File: src/rtl/svm_pkg.sv
// ----------------------------------------------------------------------------
// svm_pkg: shared types and codes for the sample voice mixer
// Item layouts, action codes, voice table sizes and the per-voice read
// request passed between the sequencer and the scaling unit.
// ----------------------------------------------------------------------------
`default_nettype none
package svm_pkg;

    localparam int ONESHOT_VOICES = 128;
    localparam int LOOP_VOICES    = 8;
    localparam int SAMPLE_DEPTH   = 65536;

    typedef enum logic [2:0] {
        ACT_TICK      = 3'd0,
        ACT_WRITE     = 3'd1,
        ACT_START_ONE = 3'd2,
        ACT_START_LP  = 3'd3,
        ACT_SET_STEP  = 3'd4,
        ACT_SET_VOL   = 3'd5,
        ACT_NONE6     = 3'd6,
        ACT_NONE7     = 3'd7
    } action_t;

    localparam logic RK_FRAME = 1'b0;
    localparam logic RK_SLOT  = 1'b1;

    typedef struct packed {
        logic [2:0]         action;
        logic [15:0]        address;
        logic signed [15:0] sample_value;
        logic [16:0]        length;
        logic [15:0]        volume;
        logic [2:0]         loop_index;
        logic [15:0]        step;
    } in_item_t;

    typedef struct packed {
        logic               result_kind;
        logic signed [15:0] mixed_sample;
        logic [6:0]         slot;
        logic               slot_ok;
    } out_item_t;

    // one entry of the one-shot voice table
    typedef struct packed {
        logic [15:0] base;
        logic [16:0] len;
        logic [16:0] pos;
        logic [15:0] gain;
    } os_voice_t;

    // request to the shared scale unit: a raw sample plus its gain
    typedef struct packed {
        logic        valid;
        logic [15:0] raw;
        logic [15:0] gain;
    } scale_req_t;

endpackage
`default_nettype wire

File: src/rtl/svm_scale.sv
// ----------------------------------------------------------------------------
// svm_scale: shared voice scaling unit
// Multiply a signed sample by a Q8.8 gain, truncate toward zero, saturate,
// and wrap-add into the frame accumulator. Two register stages.
// ----------------------------------------------------------------------------
`default_nettype none
module svm_scale
    import svm_pkg::*;
(
    input  wire logic        clk,
    input  wire logic        rst_n,
    input  wire logic        clear,
    input  wire scale_req_t  req,
    output logic [15:0]      acc
);
    logic               p_valid_reg;
    logic signed [32:0] prod_reg;
    logic [15:0]        acc_reg;
    logic signed [32:0] prod_next;
    logic signed [32:0] adj;
    logic signed [24:0] quo;
    logic [15:0]        sat;

    assign prod_next = $signed({{17{req.raw[15]}}, req.raw}) * $signed({17'd0, req.gain});

    always_comb
    begin
        // bias negatives so the shift truncates toward zero
        adj = prod_reg + (prod_reg[32] ? 33'sd255 : 33'sd0);
        quo = adj[32:8];
        if (quo > 25'sd32767)
        begin
            sat = 16'h7fff;
        end
        else if (quo < -25'sd32768)
        begin
            sat = 16'h8000;
        end
        else
        begin
            sat = quo[15:0];
        end
    end

    always_ff @(posedge clk or negedge rst_n)
    begin
        if (!rst_n)
        begin
            p_valid_reg <= 1'b0;
            acc_reg     <= '0;
        end
        else
        begin
            p_valid_reg <= req.valid;
            if (clear)
            begin
                acc_reg <= '0;
            end
            else if (p_valid_reg)
            begin
                acc_reg <= acc_reg + sat;
            end
        end
    end

    always_ff @(posedge clk)
    begin
        prod_reg <= prod_next;
    end

    assign acc = acc_reg;
endmodule
`default_nettype wire

File: config.mk
export PLATFORM = sky130hd
export DESIGN_NAME = svm_scale
export DESIGN_NICKNAME = d
export VERILOG_FILES = /design/src/rtl/svm_pkg.sv /design/src/rtl/svm_scale.sv
export SDC_FILE = /design/constraint.sdc
export NUM_CORES = 1
export LEC_CHECK = 0
export BUFFER_PORTS_ARGS = -buffer_cell sky130_fd_sc_hd__buf_2
export CELL_PAD_IN_SITES_DETAIL_PLACEMENT = 0
export CELL_PAD_IN_SITES_GLOBAL_PLACEMENT = 1
export CORE_MARGIN = 2
export CORE_UTILIZATION = 26
export CTS_BUF_LIST = sky130_fd_sc_hd__clkbuf_16
export DETAILED_ROUTE_END_ITERATION = 16
export GPL_ROUTABILITY_DRIVEN = 1
export PLACE_DENSITY = 0.55
export SLEW_MARGIN = 10
export SYNTH_ARGS = -nofsm -noshare
export SYNTH_HDL_FRONTEND = slang
export SYNTH_SLANG_ARGS = --single-unit
File: constraint.sdc
create_clock -name clk -period 6.3 [get_ports clk]
set_input_delay 1.26 -clock clk [delete_from_list [all_inputs] [get_ports clk]]
set_output_delay 1.26 -clock clk [all_outputs]
set_load 0.005 [all_outputs]
==> flow_summary_export.csv, run 1 <==
group,metric,value,unit
yosys,ys_seq_area_share,9.39,%
grt,grt_antenna_before_repair,0,
clock_tree,worstSkewPairLatency,0.30,ns
clock_tree,cts_hold_buf,0,
place,dpl.cell_count,2048,
timing,final-max-slew-violation-count,0,
yosys,ys_types,63,
grt,grt.total_usage,12.8,%
routing,wl_per_cell,14.0,um
grt,grt_overflow_total,0,
place,place.gp.congestion,0.822,
clock_tree,cts_buffers,5,
routing,drt-total-wl,28800,um
yosys,async_flop_share,34.0,%
critical_path,crit_chain,"buf_12 -> buf_8 -> and2_4 -> fa_1 -> inv_2 -> fa_1 -> fa_1 -> inv_2 -> fa_1 -> fa_1 -> inv_1 -> fa_1 -> inv_2 -> ha_4 -> and3_4 -> o211a_1 -> o211ai_1 -> o21ai_2 -> a41oi_2 -> o211ai_1 -> a21oi_1 -> xnor2_1",
floorplan,dieArea,46200,sq um
finish,stdcell_count,2063,
routing,met1_length,15200,um
critical_path,cp_max_fo,5,
timing,finalSetupViolations,0,
floorplan,chipWidth,215,um
timing,fmax,159,MHz
routing,met2_length,12600,um
critical_path,crit_required,6.50,ns
yosys,synth_area,11600,sq um
clock_tree,cts_max_level,2,
critical_path,critPathLaunchType,"primary input",
finish,drive_above_1_share,20.3,%
floorplan,die_h,215,um
routing,ant_nets,0,
routing,top_layer,"met4",
floorplan,ios,52,
floorplan,initial_core_util,26.3,%
routing,wl_met3,822,um
timing,fin_hold_ws,0.560,ns
routing,via_per_inst,4.25,
clock_tree,cts_buffer_depth,2,
timing,setup_tns,0,ns
timing,rsz0062_at_grt,"yes",
clock_tree,tritoncts,"yes",
floorplan,num_rows,77,
place,dpl.hpwl,25800,um
run_status,status,"finished, final reports clean",
critical_path,worstSetupPathType,"in -> reg",
place,dp_slack,-0.458,ns
finish,syn2layout_area_growth,23.7,%
finish,nFillCells,4699,
timing,clock-skew-final,0.00604,ns
yosys,synth_edf_count,0,
critical_path,slowest_delay,0.57,ns
routing,drc,0,
grt,grt_pass1_wl,47900,um
yosys,syn_inst,1309,
yosys,synth-warning-count,0,
critical_path,critPathMostFrequentCell,"fa_1",
floorplan,coreArea,44000,sq um
finish,largest_reg_flops,33,
critical_path,worstPathArrival,6.47,ns
routing,initialDrtViolationCount,300,
place,port_buffers,51,
min_path,hold_path.class,"reg -> reg",
yosys,synth_ff_type,"dfxtp_1",
job,drv_cap,0,
critical_path,slowest_stage,"fa_1",
critical_path,critPathCaptureType,"flop",
clock_tree,root_buffer,"clkbuf_16",
finish,final_common_cell,"inv_1",
timing,slew_headroom,42.7,%
timing,worst_pin_slew,0.860,ns
routing,num_vias,8776,
timing,fin_crit_sh,99.6,%
grt,first_global_vias,9249,
finish,nets,1848,
finish,final_cell_mix,"248 x inv_1, 182 x fa_1, 144 x nand2_1",
timing,setup_ws,0.0283,ns
yosys,avgSynthCellArea,8.83,sq um
timing,post-route-min-period,6.27,ns
routing,drt_first_pass_iters,4,
clock_tree,clock_sinks,50,
yosys,synth-seq-cells,50,
grt,grt_start_max_net_pins,21,
timing,finalHoldViolCount,0,
yosys,syn_nets,1687,
clock_tree,clk_pin_slew_worst_paths,0.07,ns
finish,diodes,0,
## layer usage
layer,vias up,track usage [%]
li1,4395,-
met1,4254,19.2
met2,113,20.3
met3,14,1.03
met4,0,1.99
met5,-,0
## synthesized netlist by cell type (2+ instances only)
cell type,n,area [sq um]
o21ai_2,3,26.3
clkbuf_1,36,135
a211oi_2,2,25.0
buf_2,2,10.0
nor2_1,42,158
a21oi_1,53,265
and4b_1,2,20.0
xor2_1,19,166
o21ai_0,18,90.1
o21a_1,4,30.0
nor4_1,2,12.5
nor2b_1,5,31.3
dfrtp_1,17,425
nand3_1,19,95.1
inv_1,264,991
a311oi_1,2,17.5
or3_1,4,25.0
xnor2_1,33,289
a41o_1,2,20.0
and2_1,127,795
o21bai_1,2,15.0
and3_1,15,93.8
o211ai_1,5,37.5
nor3_1,7,35.0
or2_2,3,18.8
a211oi_1,6,45.0
nand2_1,150,563
fa_1,195,3900
a31oi_1,6,37.5
nand4_1,6,37.5
nand2b_1,17,106
mux2i_1,11,110
o21ai_1,5,25.0
ha_1,147,1840
dfxtp_1,33,661
a21boi_0,2,15.0
a21o_1,17,128
## worst max-delay path, delay by kind of cell
| family | cells | cell delay [ns] |
|---|---|---|
| AO/OA/AOI/OAI | 6 | 0.92 |
| adder cells (fa/ha/maj) | 7 | 3.42 |
| XOR/XNOR | 1 | 0.13 |
| AND/OR/NAND/NOR | 2 | 0.30 |
| buffers and inverters | 6 | 0.43 |
## cell families (layout without fill, tap and decap cells)
family / after synthesis / in the layout / synth area share [%]
and+or+nand+nor: 406 / 406 / 17.7
adders and majority gates: 342 / 342 / 49.7
buffers and inverters: 304 / 466 / 9.95
AOI/OAI and AO/OA: 143 / 143 / 8.29
xor gates and xnor gates: 52 / 52 / 3.94
DFF: 50 / 50 / 9.39
muxes: 12 / 12 / 1.05
## per-stage QoR
step                util, %  area, sq um
finish                 32.5        14300
global route           32.5        14300
CTS                    31.6        13900
detailed placement     31.1        13700
global placement       31.1        13700
floorplan                 -        11900
## layout make-up
class	instances	area, sq um	share of cell area [%]
clock buffer	5	125	0.875
clock inverter	3	28.8	0.201
inverter	264	995	6.95
multi-input combinational	955	9700	67.8
sequential	50	1090	7.59
tap	592	741	5.18
timing repair buffer	194	1630	11.4
## path summary, 6_finish.rpt
path / startpoint / end / slack [ns] / cells past startpoint
max in group asynchronous: rst_n / acc[6] / 5.15 / 1
min in group asynchronous: rst_n / p_valid_reg / 0.87 / 1
worst max-delay path: req[6] / prod_reg[32] / 0.03 / 22
worst min-delay path: acc[13] / acc[13] / 0.56 / 2
worst max register to register: prod_reg[32] / acc[14] / 1.14 / 21
worst min register to register: acc[13] / acc[13] / 0.56 / 2
## what timing repair did
item                       4_1_cts  5_1_grt
buffers inserted                 0        6
pin swaps                        6       38
resized for setup               16      104
gates cloned                     0        1
setup endpoints to repair       10       12
Power of run 1 is not shown: default switching activity piles up to over one toggle a cycle in this logic, so the estimate is an artifact.
==> run 2: changes to the inputs <==
Settings changed: CORE_MARGIN 2 to not set.
==> run 2 against run 1 <==
The run now ends with setup timing left. Core utilization increased by 0.29 points. Register-to-register slack improved by 0.09 ns. First-iteration DRC count decreased by 5.7%. Fmax decreased by 0.65%. Sequential share of layout area about the same. Cell area decreased by 0.41%. Global-route usage increased by 0.41 points.
==> flow_summary_export.csv, run 2 (synthesized netlist as in run 1, its figures left out) <==
group,metric,value,unit
critical_path,r2r-start,"prod_reg[32]",
routing,drt-total-wl,28600,um
finish,largest_reg_flops,33,
timing,rsz0062_at_grt,"yes",
timing,fin_crit_sh,100,%
floorplan,dieArea,45300,sq um
floorplan,coreArea,43500,sq um
critical_path,crit_chain,"buf_6 -> and2_1 -> fa_1 -> inv_2 -> fa_2 -> fa_2 -> inv_2 -> fa_2 -> fa_1 -> inv_2 -> fa_1 -> inv_2 -> ha_4 -> a21oi_4 -> o21ai_4 -> a2111oi_4 -> nor3_4 -> o21ai_2 -> nor3_2 -> or3_1 -> a21oi_2 -> xnor2_1",
clock_tree,clk_pin_slew_worst_paths,0.07,ns
timing,clock-skew-final,0.00566,ns
critical_path,slowest_stage,"fa_2",
floorplan,die_h,213,um
critical_path,crit_required,6.52,ns
routing,wl_per_cell,13.9,um
timing,setup_ws,-0.0129,ns
finish,syn2layout_area_growth,23.2,%
place,dpl.cell_count,2043,
place,place.gp.congestion,0.798,
clock_tree,clock_sinks,50,
finish,final_util,32.8,%
critical_path,crit_cells,22,
critical_path,worstReg2RegEnd,"acc[12]",
place,port_buffers,51,
routing,num_vias,8806,
critical_path,crit_family,"adder cells",
routing,via_per_inst,4.28,
critical_path,worstSetupPathType,"in -> reg",
finish,drive_above_1_share,20.3,%
job,drv_cap,0,
floorplan,ios,52,
timing,fmax,158,MHz
finish,final_cell_mix,"247 x inv_1, 181 x fa_1, 144 x nand2_1",
clock_tree,root_buffer,"clkbuf_16",
routing,drc,0,
grt,first_global_vias,9391,
clock_tree,cts_buffers,5,
clock_tree,cts_hold_buf,0,
floorplan,num_rows,76,
routing,ant_nets,0,
run_status,failed_checks,"setup timing",
clock_tree,cts_buffer_depth,2,
timing,post-route-min-period,6.31,ns
critical_path,worstPathArrival,6.53,ns
clock_tree,tritoncts,"yes",
routing,drt_first_pass_iters,5,
finish,nets,1849,
critical_path,cp-endpoint,"prod_reg[29]",
finish,stdcell_count,2057,
finish,diodes,0,
critical_path,regToRegSetupSlack,1.23,ns
timing,final-max-slew-violation-count,0,
grt,grt_pass1_wl,47900,um
critical_path,crit_buf_inv,5,
timing,finalHoldViolCount,0,
min_path,hold_path.class,"reg -> reg",
grt,grt_start_max_net_pins,21,
grt,grt_antenna_before_repair,0,
critical_path,critPathMostFrequentCell,"inv_2",
critical_path,critPathCaptureType,"flop",
timing,finalSetupViolations,1,
run_status,status,"complete, but fails checks",
grt,grt.total_usage,13.2,%
floorplan,initial_core_util,26.6,%
grt,grt_overflow_total,0,
floorplan,chipWidth,213,um
finish,final_common_cell,"inv_1",
clock_tree,worstSkewPairLatency,0.29,ns
critical_path,crit_start,"req[7]",
timing,slew_headroom,43.8,%
timing,worst_pin_slew,0.844,ns
critical_path,slowest_delay,0.54,ns
routing,initialDrtViolationCount,283,
clock_tree,cts_max_level,2,
critical_path,r2r_cells,21,
critical_path,critPathLaunchType,"primary input",
place,dpl.hpwl,25600,um
timing,setup_tns,-0.0129,ns
critical_path,cp_max_fo,10,
run 2: per-layer routing:
metal / track usage, % / vias to the layer above / wire, um
li1: - / 4396 / -
met1: 19.2 / 4267 / 14800
met2: 21.4 / 127 / 12700
met3: 1.28 / 16 / 929
met4: 2.06 / 0 / 239
met5: 0 / - / 0
run 2: how the worst min path moves through the flow:
stage / startpoint / to / cells after the start
floorplan: acc[13] / acc[13] / 2
global placement: acc[0] / acc[0] / 2
detailed placement: acc[13] / acc[13] / 2
CTS: acc[13] / acc[13] / 2
finish: acc[0] / acc[0] / 2
global route: acc[0] / acc[0] / 2
run 2: worst register-to-register path: stages (launching register included):
cell,delay (ns)
dfxtp_1,0.66
ha_1,0.28
o21ai_0,0.11
or2_2,0.34
o21ai_4,0.25
and2_1,0.33
a21oi_1,0.13
o21ai_0,0.16
nand2_1,0.30
a21oi_1,0.30
ha_1,0.22
inv_1,0.05
fa_1,0.39
nand3b_1,0.19
a21bo_2,0.22
a21oi_1,0.12
o21ai_0,0.12
a21oi_1,0.29
a31oi_1,0.15
xnor2_1,0.14
mux2i_1,0.13
nor2_1,0.06
run 2: repair_timing:
item,CTS,global route
gates cloned,0,0
setup endpoints to repair,11,12
pin swaps,18,47
endpoints found under the hold margin,0,0
buffers inserted,1,5
resized for setup,46,81
run 2: metrics by stage:
stage                     setup WS [ns]  hold slack [ns]  cell area, sq um
final                           -0.0129            0.554             14200
after global routing             -0.167            0.620             14200
after CTS                       -0.0113            0.554             14000
after detailed placement         -0.502            0.538             13700
after global placement           -0.422            0.556             13700
after floorplan                 -0.0477            0.505             11900
run 2: final cells by class:
type | instances | area, sq um
clock buffers | 5 | 125
clock inverters | 3 | 26.3
fillers | 4634 | 29200
inverters | 264 | 995
multi-input cells | 955 | 9660
flip-flops and latches | 50 | 1090
well taps | 585 | 732
repair buffers | 195 | 1620
Power of run 2 is left out for the same reason.
==> run 3: changes to the inputs <==
Settings changed: CORE_UTILIZATION 26 to 50, PLACE_DENSITY 0.55 to 0.89, RECOVER_POWER set to 50.
==> run 3 against run 2 <==
The flow now finishes without violations. Via count grew 3.4%. Fmax is 0.43% higher. Final cell count is 15% lower. Routed wire length is 13% lower. Critical path depth decreased by 2. Worst hold slack about the same. Sequential share of layout area up 0.29 points. Flip-flop and latch count stayed put. Non-clock buffer count fell by 11. Global-route usage rose by 8.8 points. Critical endpoint unchanged. Largest cell class unchanged. Highest routed layer unchanged.
==> flow_summary_export.csv, run 3 (synthesized netlist as in run 1, its figures left out) <==
group,metric,value,unit
place,place.gp.congestion,0.854,
grt,grt_start_max_net_pins,21,
place,port_buffers,51,
routing,via_per_inst,5.22,
timing,final-max-slew-violation-count,0,
critical_path,crit_buf_inv,4,
finish,multi_input_area,9690,sq um
routing,initialDrtViolationCount,421,
grt,grt_use_met1,28.1,%
critical_path,slowest_delay,0.57,ns
grt,grt_overflow_total,0,
job,drv_cap,0,
critical_path,critPathCaptureType,"flop",
timing,post-route-min-period,6.29,ns
timing,fmax,159,MHz
clock_tree,tritoncts,"yes",
clock_tree,cts_hold_buf,0,
finish,nets,1838,
finish,drive_above_1_share,19.2,%
grt,grt.met3_usage,1.66,%
floorplan,dieArea,23700,sq um
grt,grt_antenna_before_repair,0,
clock_tree,root_buffer,"clkbuf_16",
critical_path,crit_required,6.52,ns
timing,worst_pin_slew,0.918,ns
critical_path,crit_family,"adder cells",
floorplan,coreArea,22600,sq um
clock_tree,cts_max_level,2,
clock_tree,cts_buffers,5,
clock_tree,cts_buffer_depth,2,
place,placed_area,13200,sq um
place,dpl.hpwl,21600,um
finish,syn2layout_area_growth,18.6,%
clock_tree,clk_pin_slew_worst_paths,0.07,ns
grt,grt_pass1_wl,42800,um
critical_path,critPathLaunchType,"primary input",
routing,wl_per_cell,14.3,um
routing,drt-total-wl,24900,um
routing,drc,0,
floorplan,chipWidth,154,um
timing,finalHoldViolCount,0,
clock_tree,clock_sinks,50,
finish,ff_latch_area,1090,sq um
floorplan,num_rows,55,
critical_path,critPathMostFrequentCell,"fa_1",
critical_path,worstSetupPathType,"in -> reg",
floorplan,ios,52,
routing,num_vias,9103,
timing,slew_headroom,38.8,%
finish,final_common_cell,"inv_1",
finish,final_area,13700,sq um
timing,clock-skew-final,0.00441,ns
grt,grt.total_usage,21.9,%
floorplan,initial_core_util,51.1,%
critical_path,crit_chain,"clkbuf_4 -> buf_4 -> and2_1 -> fa_1 -> fa_1 -> fa_1 -> inv_1 -> fa_1 -> inv_1 -> fa_1 -> ha_1 -> ha_4 -> and3_4 -> nand2_1 -> or3b_2 -> nand2_1 -> o21ai_1 -> or3_4 -> a21oi_2 -> xnor2_1",
min_path,hold_path.class,"reg -> reg",
clock_tree,worstSkewPairLatency,0.29,ns
critical_path,slowest_stage,"fa_1",
finish,diodes,0,
routing,ant_nets,0,
routing,drt_first_pass_iters,5,
grt,grt-busiest-layer,"met2",
grt,met2_usage,40.5,%
grt,first_global_vias,9508,
timing,finalSetupViolations,0,
finish,nFillCells,1937,
finish,final_cell_mix,"248 x inv_1, 187 x fa_1, 145 x nand2_1",
run_status,status,"finished, final reports clean",
timing,rsz0062_at_grt,"yes",
finish,largest_reg_flops,33,
floorplan,die_h,154,um
critical_path,worstPathArrival,6.51,ns
critical_path,cp_max_fo,10,
timing,fin_crit_sh,99.8,%
run 3: area by class of cell:
type	instances	area share (%)
timing repair buffer	184	10.6
multi-input combinational	955	70.6
clock inverter	2	0.0912
sequential	50	7.92
inverter	264	7.25
tap	285	2.60
clock buffer	5	0.912
run 3: metal layers:
metal | vias to the layer above | part of all wire, %
li1 | 4373 | -
met2 | 126 | 54
met1 | 4571 | 42
met5 | - | 0
met4 | 0 | 1.5
met3 | 33 | 2.4
run 3: repair_timing:
action | CTS | global route
gates resized for setup | 38 | 61
pin swaps | 21 | 31
endpoints found under the setup margin | 7 | 13
buffers inserted | 4 | 8
run 3: worst min-delay path: cells and delay by family, from the launching register on:
family / cells / cell delay (ns)
simple gates: 1 / 0.06
compound gates: 1 / 0.07
flops: 1 / 0.39
run 3: final timing paths:
path                               from      endpoint  slack [ns]  depth (start not counted)
max in group asynchronous         rst_n        acc[1]        4.66                          1
hold reg to reg                 acc[13]       acc[13]        0.55                          2
setup reg to reg           prod_reg[32]       acc[14]        1.10                         21
setup / recovery                req[11]  prod_reg[29]        0.01                         20
min in group asynchronous         rst_n   p_valid_reg        1.08                          1
hold / removal                  acc[13]       acc[13]        0.55                          2
run 3: through the flow:
step                      utilization, %  TNS [ns]  std cells  hold slack, ns  setup slack (ns)
after floorplan                        -   -0.0477       1309           0.505           -0.0477
after global placement              58.1     -3.02       1726           0.531            -0.341
after detailed placement            58.1     -4.03       1726           0.547            -0.440
after CTS                           59.5   -0.0288       1737           0.564           -0.0246
after global routing                60.6     -1.03       1745           0.588            -0.152
final                               60.6         0       1745           0.554            0.0143
Power of run 3 is left out for the same reason.
